$ cat config.mk
export PLATFORM = sky130hd
export DESIGN_NAME = keypad_scan_debounce_fifo_core_flat
export DESIGN_NICKNAME = d
export VERILOG_FILES = /design/src/hdl/kpsd_pkg.sv /design/src/hdl/kpsd_if.sv /design/src/hdl/kpsd_ram.sv /design/src/hdl/keypad_scan_debounce_fifo_core.sv /design/src/flat_wrapper.sv
export SDC_FILE = /design/constraint.sdc
export NUM_CORES = 1
export LEC_CHECK = 0
export ABC_CLOCK_PERIOD_IN_PS = 3300
export BUFFER_PORTS_ARGS = -buffer_cell sky130_fd_sc_hd__buf_2
export CAP_MARGIN = 40
export CELL_PAD_IN_SITES_DETAIL_PLACEMENT = 0
export CELL_PAD_IN_SITES_GLOBAL_PLACEMENT = 1
export CORE_UTILIZATION = 49
export CTS_CLUSTER_DIAMETER = 80
export DETAILED_ROUTE_END_ITERATION = 10
export GPL_ROUTABILITY_DRIVEN = 0
export MAX_ROUTING_LAYER = met4
export PLACE_DENSITY = 0.89
export SYNTH_ARGS = -nofsm -noshare
export SYNTH_HDL_FRONTEND = slang
export SYNTH_SLANG_ARGS = --single-unit
$ cat constraint.sdc
create_clock -name clk -period 3.3 [get_ports clk]
set_input_delay 0.495 -clock clk [delete_from_list [all_inputs] [get_ports clk]]
set_output_delay 0.495 -clock clk [all_outputs]
set_load 0.01 [all_outputs]
$ cat src/hdl/kpsd_pkg.sv
package kpsd_pkg;

  // field widths
  localparam int unsigned OPCODE_W   = 1;
  localparam int unsigned COLUMN_W   = 4;
  localparam int unsigned ROW_W      = 4;
  localparam int unsigned KEY_W      = 4;
  localparam int unsigned HOLDOFF_W  = 16;
  localparam int unsigned ROW_SEL_W  = 2;
  localparam int unsigned LAST_KEY_W = KEY_W + 1;

  // reset values and defaults
  localparam int unsigned FIFO_DEPTH_DEF = 16;
  localparam logic [HOLDOFF_W-1:0]  HOLDOFF_RESET = 16'd40;
  localparam logic [ROW_W-1:0]      DRIVE_RESET   = 4'hF;
  localparam logic [LAST_KEY_W-1:0] NO_KEY        = 5'h10;

  // word operations
  typedef enum logic [OPCODE_W-1:0] {
    OP_TICK = 1'b0,
    OP_POP  = 1'b1
  } op_t;

  // column sample codes that stand for a single pressed key
  localparam logic [COLUMN_W-1:0] COL0_LOW = 4'hE;
  localparam logic [COLUMN_W-1:0] COL1_LOW = 4'hD;
  localparam logic [COLUMN_W-1:0] COL2_LOW = 4'hB;
  localparam logic [COLUMN_W-1:0] COL3_LOW = 4'h7;

  // result word as held in the output register
  typedef struct packed {
    logic [ROW_W-1:0] row_drive;
    logic             key_valid;
    logic [KEY_W-1:0] key_code;
    logic             overflow;
  } out_word_t;

  // one-low column sample to {pressed, column}
  function automatic logic [2:0] decode_columns(input logic [COLUMN_W-1:0] cols);
    logic [2:0] res;
    unique case (cols)
      COL0_LOW: res = 3'b100;
      COL1_LOW: res = 3'b101;
      COL2_LOW: res = 3'b110;
      COL3_LOW: res = 3'b111;
      default:  res = 3'b000;
    endcase
    return res;
  endfunction

  // active-low drive for one row
  function automatic logic [ROW_W-1:0] row_pattern(input logic [ROW_SEL_W-1:0] row);
    logic [ROW_W-1:0] pat;
    pat = ~(ROW_W'(1) << row);
    return pat;
  endfunction

endpackage

$ cat src/hdl/kpsd_if.sv
// input channel: operation and column sample
interface kpsd_in_if import kpsd_pkg::*; ();
  logic                valid;
  logic                ready;
  logic [OPCODE_W-1:0] opcode;
  logic [COLUMN_W-1:0] column_lines;

  modport source (output valid, opcode, column_lines, input ready);
  modport sink   (input valid, opcode, column_lines, output ready);
endinterface

// result channel: row drive, popped key and overflow flag
interface kpsd_out_if import kpsd_pkg::*; ();
  logic             valid;
  logic             ready;
  logic [ROW_W-1:0] row_drive;
  logic             key_valid;
  logic [KEY_W-1:0] key_code;
  logic             overflow;

  modport source (output valid, row_drive, key_valid, key_code, overflow, input ready);
  modport sink   (input valid, row_drive, key_valid, key_code, overflow, output ready);
endinterface

$ cat src/hdl/kpsd_ram.sv
module kpsd_ram #(
  parameter int unsigned WIDTH = 4,
  parameter int unsigned DEPTH = 16
) (
  input  logic                     clk,
  input  logic                     we,
  input  logic [$clog2(DEPTH)-1:0] waddr,
  input  logic [WIDTH-1:0]         wdata,
  input  logic                     re,
  input  logic [$clog2(DEPTH)-1:0] raddr,
  output logic [WIDTH-1:0]         rdata
);

  logic [WIDTH-1:0] mem [DEPTH];

  // one write port, registered read that holds without a read enable
  always_ff @(posedge clk) begin
    if (we) begin
      mem[waddr] <= wdata;
    end
    if (re) begin
      rdata <= mem[raddr];
    end
  end

endmodule

$ cat src/hdl/keypad_scan_debounce_fifo_core.sv
// channel   dir  handshake              payload
// in_ch     in   valid/ready            opcode, column_lines
// out_ch    out  valid/ready            row_drive, key_valid, key_code, overflow
// cfg       in   cfg_we (no back-press) cfg_wdata = holdoff_ticks
//
// one word per cycle unless out_ch stalls with both registers full; each result
// passes the stage register, beside the memory's registered read, then out_r
// scan state, pointers and count update in the accept cycle; pops read the memory
// a stage register and the output register decouple the two sides, so one
// more word is taken while a result waits
// rst_n is synchronous; the key memory needs no clearing
module keypad_scan_debounce_fifo_core import kpsd_pkg::*; #(
  parameter int unsigned FIFO_DEPTH = FIFO_DEPTH_DEF
) (
  input  logic                 clk,
  input  logic                 rst_n,
  kpsd_in_if.sink              in_ch,
  kpsd_out_if.source           out_ch,
  input  logic                 cfg_we,
  input  logic [HOLDOFF_W-1:0] cfg_wdata
);

  localparam int unsigned PTR_W = $clog2(FIFO_DEPTH);
  localparam int unsigned CNT_W = $clog2(FIFO_DEPTH + 1);
  localparam logic [PTR_W-1:0] PTR_LAST = PTR_W'(FIFO_DEPTH - 1);
  localparam logic [CNT_W-1:0] CNT_FULL = CNT_W'(FIFO_DEPTH);

  // configuration and scan state
  logic [HOLDOFF_W-1:0]  holdoff_ticks_r;
  logic [HOLDOFF_W-1:0]  holdoff_cnt_r, holdoff_cnt_nxt;
  logic [ROW_SEL_W-1:0]  scan_row_r, scan_row_nxt;
  logic [LAST_KEY_W-1:0] last_key_r [4];
  logic [LAST_KEY_W-1:0] last_key_nxt [4];
  logic [ROW_W-1:0]      drive_r, drive_nxt;

  // queue pointers and fill
  logic [PTR_W-1:0] wr_ptr_r, wr_ptr_nxt;
  logic [PTR_W-1:0] rd_ptr_r, rd_ptr_nxt;
  logic [CNT_W-1:0] count_r, count_nxt;

  // pipeline
  logic             s1_valid_r;
  logic [ROW_W-1:0] s1_drive_r, s1_drive_nxt;
  logic             s1_kv_r, s1_kv_nxt;
  logic             s1_ovf_r, s1_ovf_nxt;
  logic             out_valid_r;
  out_word_t        out_r;
  out_word_t        s1_word;

  logic             in_acc;
  logic             s1_adv;
  logic             ram_we, ram_re;
  logic [KEY_W-1:0] ram_wdata, ram_rdata;
  logic [2:0]       col_dec;
  logic [LAST_KEY_W-1:0] key_now;
  op_t              op;

  assign s1_adv      = s1_valid_r && (!out_valid_r || out_ch.ready);
  assign in_ch.ready = !s1_valid_r || s1_adv;
  assign in_acc      = in_ch.valid && in_ch.ready;
  assign op          = op_t'(in_ch.opcode);

  // decode the sample of the row under scan
  assign col_dec = decode_columns(in_ch.column_lines);
  assign key_now = col_dec[2] ? {1'b0, scan_row_r, col_dec[1:0]} : NO_KEY;
  assign ram_wdata = key_now[KEY_W-1:0];

  // per-word state update
  always_comb begin
    holdoff_cnt_nxt = holdoff_cnt_r;
    scan_row_nxt    = scan_row_r;
    last_key_nxt    = last_key_r;
    drive_nxt       = drive_r;
    wr_ptr_nxt      = wr_ptr_r;
    rd_ptr_nxt      = rd_ptr_r;
    count_nxt       = count_r;
    s1_kv_nxt       = 1'b0;
    s1_ovf_nxt      = 1'b0;
    ram_we          = 1'b0;
    ram_re          = 1'b0;
    if (in_acc) begin
      unique case (op)
        OP_POP: begin
          if (count_r != '0) begin
            ram_re     = 1'b1;
            s1_kv_nxt  = 1'b1;
            rd_ptr_nxt = (rd_ptr_r == PTR_LAST) ? '0 : rd_ptr_r + 1'b1;
            count_nxt  = count_r - 1'b1;
          end
        end
        OP_TICK: begin
          if (holdoff_cnt_r != '0) begin
            holdoff_cnt_nxt = holdoff_cnt_r - 1'b1;
          end else begin
            if (key_now != last_key_r[scan_row_r]) begin
              last_key_nxt[scan_row_r] = key_now;
              holdoff_cnt_nxt          = holdoff_ticks_r;
              if (key_now != NO_KEY) begin
                if (count_r == CNT_FULL) begin
                  s1_ovf_nxt = 1'b1;
                end else begin
                  ram_we     = 1'b1;
                  wr_ptr_nxt = (wr_ptr_r == PTR_LAST) ? '0 : wr_ptr_r + 1'b1;
                  count_nxt  = count_r + 1'b1;
                end
              end
            end
            scan_row_nxt = scan_row_r + 1'b1;
            drive_nxt    = row_pattern(scan_row_r + 1'b1);
          end
        end
        default: ;
      endcase
    end
    s1_drive_nxt = drive_nxt;
  end

  // key memory
  kpsd_ram #(
    .WIDTH (KEY_W),
    .DEPTH (FIFO_DEPTH)
  ) u_key_ram (
    .clk   (clk),
    .we    (ram_we),
    .waddr (wr_ptr_r),
    .wdata (ram_wdata),
    .re    (ram_re),
    .raddr (rd_ptr_r),
    .rdata (ram_rdata)
  );

  // configuration register
  always_ff @(posedge clk) begin
    if (!rst_n) begin
      holdoff_ticks_r <= HOLDOFF_RESET;
    end else if (cfg_we) begin
      holdoff_ticks_r <= cfg_wdata;
    end
  end

  // scan and queue state
  always_ff @(posedge clk) begin
    if (!rst_n) begin
      holdoff_cnt_r <= '0;
      scan_row_r    <= '0;
      drive_r       <= DRIVE_RESET;
      wr_ptr_r      <= '0;
      rd_ptr_r      <= '0;
      count_r       <= '0;
      for (int i = 0; i < 4; i++) begin
        last_key_r[i] <= NO_KEY;
      end
    end else begin
      holdoff_cnt_r <= holdoff_cnt_nxt;
      scan_row_r    <= scan_row_nxt;
      drive_r       <= drive_nxt;
      wr_ptr_r      <= wr_ptr_nxt;
      rd_ptr_r      <= rd_ptr_nxt;
      count_r       <= count_nxt;
      last_key_r    <= last_key_nxt;
    end
  end

  // stage one: waits for the memory read
  always_ff @(posedge clk) begin
    if (!rst_n) begin
      s1_valid_r <= 1'b0;
    end else if (in_acc) begin
      s1_valid_r <= 1'b1;
    end else if (s1_adv) begin
      s1_valid_r <= 1'b0;
    end
  end

  always_ff @(posedge clk) begin
    if (in_acc) begin
      s1_drive_r <= s1_drive_nxt;
      s1_kv_r    <= s1_kv_nxt;
      s1_ovf_r   <= s1_ovf_nxt;
    end
  end

  // assemble the result word
  always_comb begin
    s1_word.row_drive = s1_drive_r;
    s1_word.key_valid = s1_kv_r;
    s1_word.key_code  = s1_kv_r ? ram_rdata : '0;
    s1_word.overflow  = s1_ovf_r;
  end

  // output register
  always_ff @(posedge clk) begin
    if (!rst_n) begin
      out_valid_r <= 1'b0;
    end else if (s1_adv) begin
      out_valid_r <= 1'b1;
    end else if (out_ch.ready) begin
      out_valid_r <= 1'b0;
    end
  end

  always_ff @(posedge clk) begin
    if (s1_adv) begin
      out_r <= s1_word;
    end
  end

  assign out_ch.valid     = out_valid_r;
  assign out_ch.row_drive = out_r.row_drive;
  assign out_ch.key_valid = out_r.key_valid;
  assign out_ch.key_code  = out_r.key_code;
  assign out_ch.overflow  = out_r.overflow;

  // fill never passes the depth
  a_count_bound: assert property (@(posedge clk) disable iff (!rst_n)
    count_r <= CNT_FULL)
    else $error("key queue fill beyond depth");

  // a push and a pop never meet in one cycle
  a_one_port: assert property (@(posedge clk) disable iff (!rst_n)
    !(ram_we && ram_re))
    else $error("memory written and read together");

  // an overflow is only flagged against a full queue
  a_ovf_full: assert property (@(posedge clk) disable iff (!rst_n)
    (in_acc && s1_ovf_nxt) |-> (count_r == CNT_FULL))
    else $error("overflow with room in queue");

  // a pop that finds keys yields a valid key in stage one
  a_pop_key: assert property (@(posedge clk) disable iff (!rst_n)
    (in_acc && op == OP_POP && count_r != '0) |=> (s1_valid_r && s1_kv_r))
    else $error("pop lost its key");

  // drive is all high or has exactly one low row
  a_drive_shape: assert property (@(posedge clk) disable iff (!rst_n)
    ($onehot(~drive_r) || drive_r == DRIVE_RESET))
    else $error("bad row drive pattern");

endmodule
$ cat src/flat_wrapper.sv
// flat-port wrapper written by rule: the top's interface ports become plain ports
module keypad_scan_debounce_fifo_core_flat import kpsd_pkg::*;
#(
  parameter int unsigned FIFO_DEPTH = FIFO_DEPTH_DEF
)
  (clk, rst_n, cfg_we, cfg_wdata, in_ch_valid, in_ch_opcode, in_ch_column_lines, in_ch_ready, out_ch_valid, out_ch_row_drive, out_ch_key_valid, out_ch_key_code, out_ch_overflow, out_ch_ready);
  kpsd_in_if in_ch_i ();
  kpsd_out_if out_ch_i ();
  input  logic clk;
  input  logic rst_n;
  input  logic cfg_we;
  input  logic [HOLDOFF_W-1:0] cfg_wdata;
  input wire logic [$bits(in_ch_i.valid)-1:0] in_ch_valid;
  input wire logic [$bits(in_ch_i.opcode)-1:0] in_ch_opcode;
  input wire logic [$bits(in_ch_i.column_lines)-1:0] in_ch_column_lines;
  output wire logic [$bits(in_ch_i.ready)-1:0] in_ch_ready;
  output wire logic [$bits(out_ch_i.valid)-1:0] out_ch_valid;
  output wire logic [$bits(out_ch_i.row_drive)-1:0] out_ch_row_drive;
  output wire logic [$bits(out_ch_i.key_valid)-1:0] out_ch_key_valid;
  output wire logic [$bits(out_ch_i.key_code)-1:0] out_ch_key_code;
  output wire logic [$bits(out_ch_i.overflow)-1:0] out_ch_overflow;
  input wire logic [$bits(out_ch_i.ready)-1:0] out_ch_ready;
  assign in_ch_i.valid = in_ch_valid;
  assign in_ch_i.opcode = in_ch_opcode;
  assign in_ch_i.column_lines = in_ch_column_lines;
  assign in_ch_ready = in_ch_i.ready;
  assign out_ch_valid = out_ch_i.valid;
  assign out_ch_row_drive = out_ch_i.row_drive;
  assign out_ch_key_valid = out_ch_i.key_valid;
  assign out_ch_key_code = out_ch_i.key_code;
  assign out_ch_overflow = out_ch_i.overflow;
  assign out_ch_i.ready = out_ch_ready;
  keypad_scan_debounce_fifo_core #(.FIFO_DEPTH(FIFO_DEPTH)) u_core (.clk(clk), .rst_n(rst_n), .in_ch(in_ch_i), .out_ch(out_ch_i), .cfg_we(cfg_we), .cfg_wdata(cfg_wdata));
endmodule
==> impl_results.md <==
- Outcome: finished clean
- ANT nets after route: 0
- #FFs+latches synth: 157
- DR WL/cell: 18.0 µm
- Largest net degree at the start of global routing: 36
- Die H: 122 µm
- DP Worst Slack: 0.436 ns
- Remaining global-route overflow: 0
- Max clock buf depth: 2
- Most common cell after layout, fill and taps aside: edfxtp_1
- Worst path bufs/invs: 0
- Syn Area/Cell: 11.8 µm²
- Power density over the cells: 803 nW/µm²
- Gr usage total: 22.6%
- I/O Buffers: 37
- Commonest cells after routing, fill and taps aside: edfxtp_1 (84), dfxtp_1 (73), nand2_1 (57)
- CTS buffer count: 17
- Drt pass-1 iters: 4
- Clk_skew: 0.0123 ns
- Hold Path Class: input port to flop
- DRT Wirelength: 15000 µm
- CP Cell Sequence: nor4_2 -> or3_1 -> o21ai_0 -> o2111a_1 -> nand2_1 -> nor2_1
- RSZ-0062 raised after global routing: false
- Critical Path RT: 3.39 ns
- Area grow syn2layout: 14.1%
- Die ar.: 14800 µm²
- DR iter-0 viols: 432
- Inserted Diodes: 0
- VDD IR max: 0.611 mV
- Clk_lat worst skew: 0.43 ns
- Number of global-route vias before repair: 4851
- DRC Markers: 0
- Max stage delay on crit path: 0.64 ns
- Final worst slack: 0.303 ns
- Htree depth: 4
- Rows: 43
- Worst slew pin tran: 0.850 ns
- R2R Setup Slk: 0.30 ns
- CP top delay family: simple AND/OR/NAND/NOR gates
- Final min period: 3.00 ns
- Type of origin of the critical path: flop
- Max Fclk: 0.334 GHz
- Crit path max fanout: 15
- Post-synthesis sequential area ratio: 56.8%
- Post-CTS setup buffers: 0
- Clk pin slew, worst setup/hold paths: 0.06 ns
- Worst EP arrival: 3.09 ns
- Ys Warns: 0
- Die width: 122 µm
- Root buffer cell: clkbuf_16
- Hold_buf cts: 0
- Ys async rst share: 0%
- Top Ports: 38
- Critical path class: flop to flop
- Crit end category: flop
- Final hold vios: 0
- Max_cap viols: 0
- Crit share post-route: 90.8%
- Max-slew violations: 0
- First-pass GRT wire length: 24400 µm
- Total leakage power: 2.94 nW
- Layout Nets: 683
- Syn_nets: 636
- DR vias: 4860
- Top FF cell, synth: edfxtp_1
- Initial Util: 50.3%
- Core Footprint: 13900 µm²
- Synth Instances: 596
- Hpwl dp: 10600 µm
- Share of layout cells above drive strength 1: 18.2%
- Clk sink count: 157
- Setup TNS: 0 ns
- Post-synth EDFFs: 84
- Slew Limit Headroom: 43.3%
- Antenna violations before repair: 0
- Final setup vio count: 0
- Cts repair resizes: 0
- Mapped cell area: 7010 µm²
- DR vias/cell: 5.82
- CTS tree: yes
- Yosys cell types: 65
- Slowest cell on crit path: dfxtp_1
sequential cells by signal (all words and copies together), names as in the netlist, 4 cells and up:
| name | cells |
|---|---|
| u_core.count_r | 5 |
| u_core.holdoff_cnt_r | 16 |
| u_core.u_key_ram.mem | 64 |
| u_core.rd_ptr_r | 4 |
| u_core.drive_r | 4 |
| u_core.u_key_ram.rdata | 4 |
| u_core.wr_ptr_r | 4 |
| u_core.s1_drive_r | 4 |
| u_core.holdoff_ticks_r | 16 |
| u_core.last_key_r | 20 |
| u_core.out_ch.row_drive | 4 |
| u_core.out_ch.key_code | 4 |
stage by stage:
stage | power, mW | std cells | instance area (µm²) | hold slack, ns | utilization (%)
6_report | 6.42 | 835 | 8000 | 0.289 | 57.4
5_1_grt | 6.77 | 835 | 8000 | 0.306 | 57.4
4_1_cts | 6.43 | 835 | 8000 | 0.291 | 57.4
3_5_place_dp | 4.65 | 804 | 7460 | 0.409 | 53.6
3_3_place_gp | 4.59 | 804 | 7460 | 0.406 | 53.6
2_1_floorplan | 4.01 | 596 | 7010 | 0.400 | -
synthesized netlist by cell type (3+ instances only):
| master | count | area (µm²) |
|---|---|---|
| nand2_1 | 57 | 214 |
| and3_1 | 12 | 75.1 |
| o211ai_1 | 3 | 22.5 |
| nand4_1 | 4 | 25.0 |
| nor4_1 | 5 | 31.3 |
| clkbuf_1 | 21 | 78.8 |
| dfxtp_1 | 73 | 1460 |
| nor3_1 | 16 | 80.1 |
| or3_1 | 9 | 56.3 |
| nand3_1 | 25 | 125 |
| and2_1 | 7 | 43.8 |
| o311ai_0 | 3 | 26.3 |
| mux2i_1 | 35 | 350 |
| mux4_2 | 21 | 473 |
| a21oi_1 | 32 | 160 |
| o21ai_0 | 30 | 150 |
| ha_1 | 13 | 163 |
| edfxtp_1 | 84 | 2520 |
| buf_1 | 5 | 18.8 |
| xnor2_1 | 6 | 52.6 |
| inv_1 | 17 | 63.8 |
| nor4b_1 | 3 | 26.3 |
| buf_2 | 5 | 25.0 |
| nor2_1 | 48 | 180 |
| a21o_1 | 4 | 30.0 |
| a31oi_1 | 5 | 31.3 |
| buf_6 | 3 | 33.8 |
| nand2b_1 | 4 | 25.0 |
logic make-up after synthesis:
logic type / count (synthesis) / synth area share (%)
buffers and inverters: 53 / 3.30
AND/OR/NAND/NOR: 210 / 15.3
adder cells (fa/ha/maj): 14 / 2.61
XOR/XNOR: 7 / 0.875
AO/OA/AOI/OAI: 96 / 8.43
multiplexers: 59 / 12.7
flip-flops: 157 / 56.8
per-layer routing:
| layer | GRT usage (%) | vias up | routed length, µm |
|---|---|---|---|
| li1 | - | 2309 | - |
| met1 | 26.7 | 2357 | 6410 |
| met2 | 36.5 | 160 | 7440 |
| met3 | 5.71 | 34 | 771 |
| met4 | 10.1 | 0 | 406 |
| met5 | - | - | 0 |
worst paths after layout:
kind,cells past startpoint,startpoint,end
worst max-delay path,6,u_core.scan_row_r[1]$_SDFFE_PN0P_,u_core.u_key_ram.mem[15][3]$_DFFE_PP_
worst min-delay path,3,cfg_wdata[5],u_core.holdoff_ticks_r[5]$_SDFFE_PN1P_
worst max register to register,6,u_core.scan_row_r[1]$_SDFFE_PN0P_,u_core.u_key_ram.mem[15][3]$_DFFE_PP_
worst min register to register,0,u_core.s1_drive_r[2]$_DFFE_PP_,u_core.out_ch.row_drive[2]$_DFFE_PP_
final cells by class:
class,instances,area [µm²]
fill,1096,5940
sequential,157,3980
multi-input combinational,386,2790
clock buffer,21,440
timing repair buffer,63,393
tap,180,225
clock inverter,10,93.8
inverter,18,67.6
tightest hold or removal path, cell delays in order:
cell and delay, ns:
buf_2 0.08, mux2i_1 0.05, nand2_1 0.06
report_power, final:
part | internal [mW] | switching (mW) | leakage, nW
registers | 2.27 | 0.170 | 1.34
clock network | 1.03 | 0.754 | 0.257
logic | 0.906 | 1.30 | 1.34
total | 4.20 | 2.22 | 2.94
Note: power is estimated with default switching activity, not from simulation.
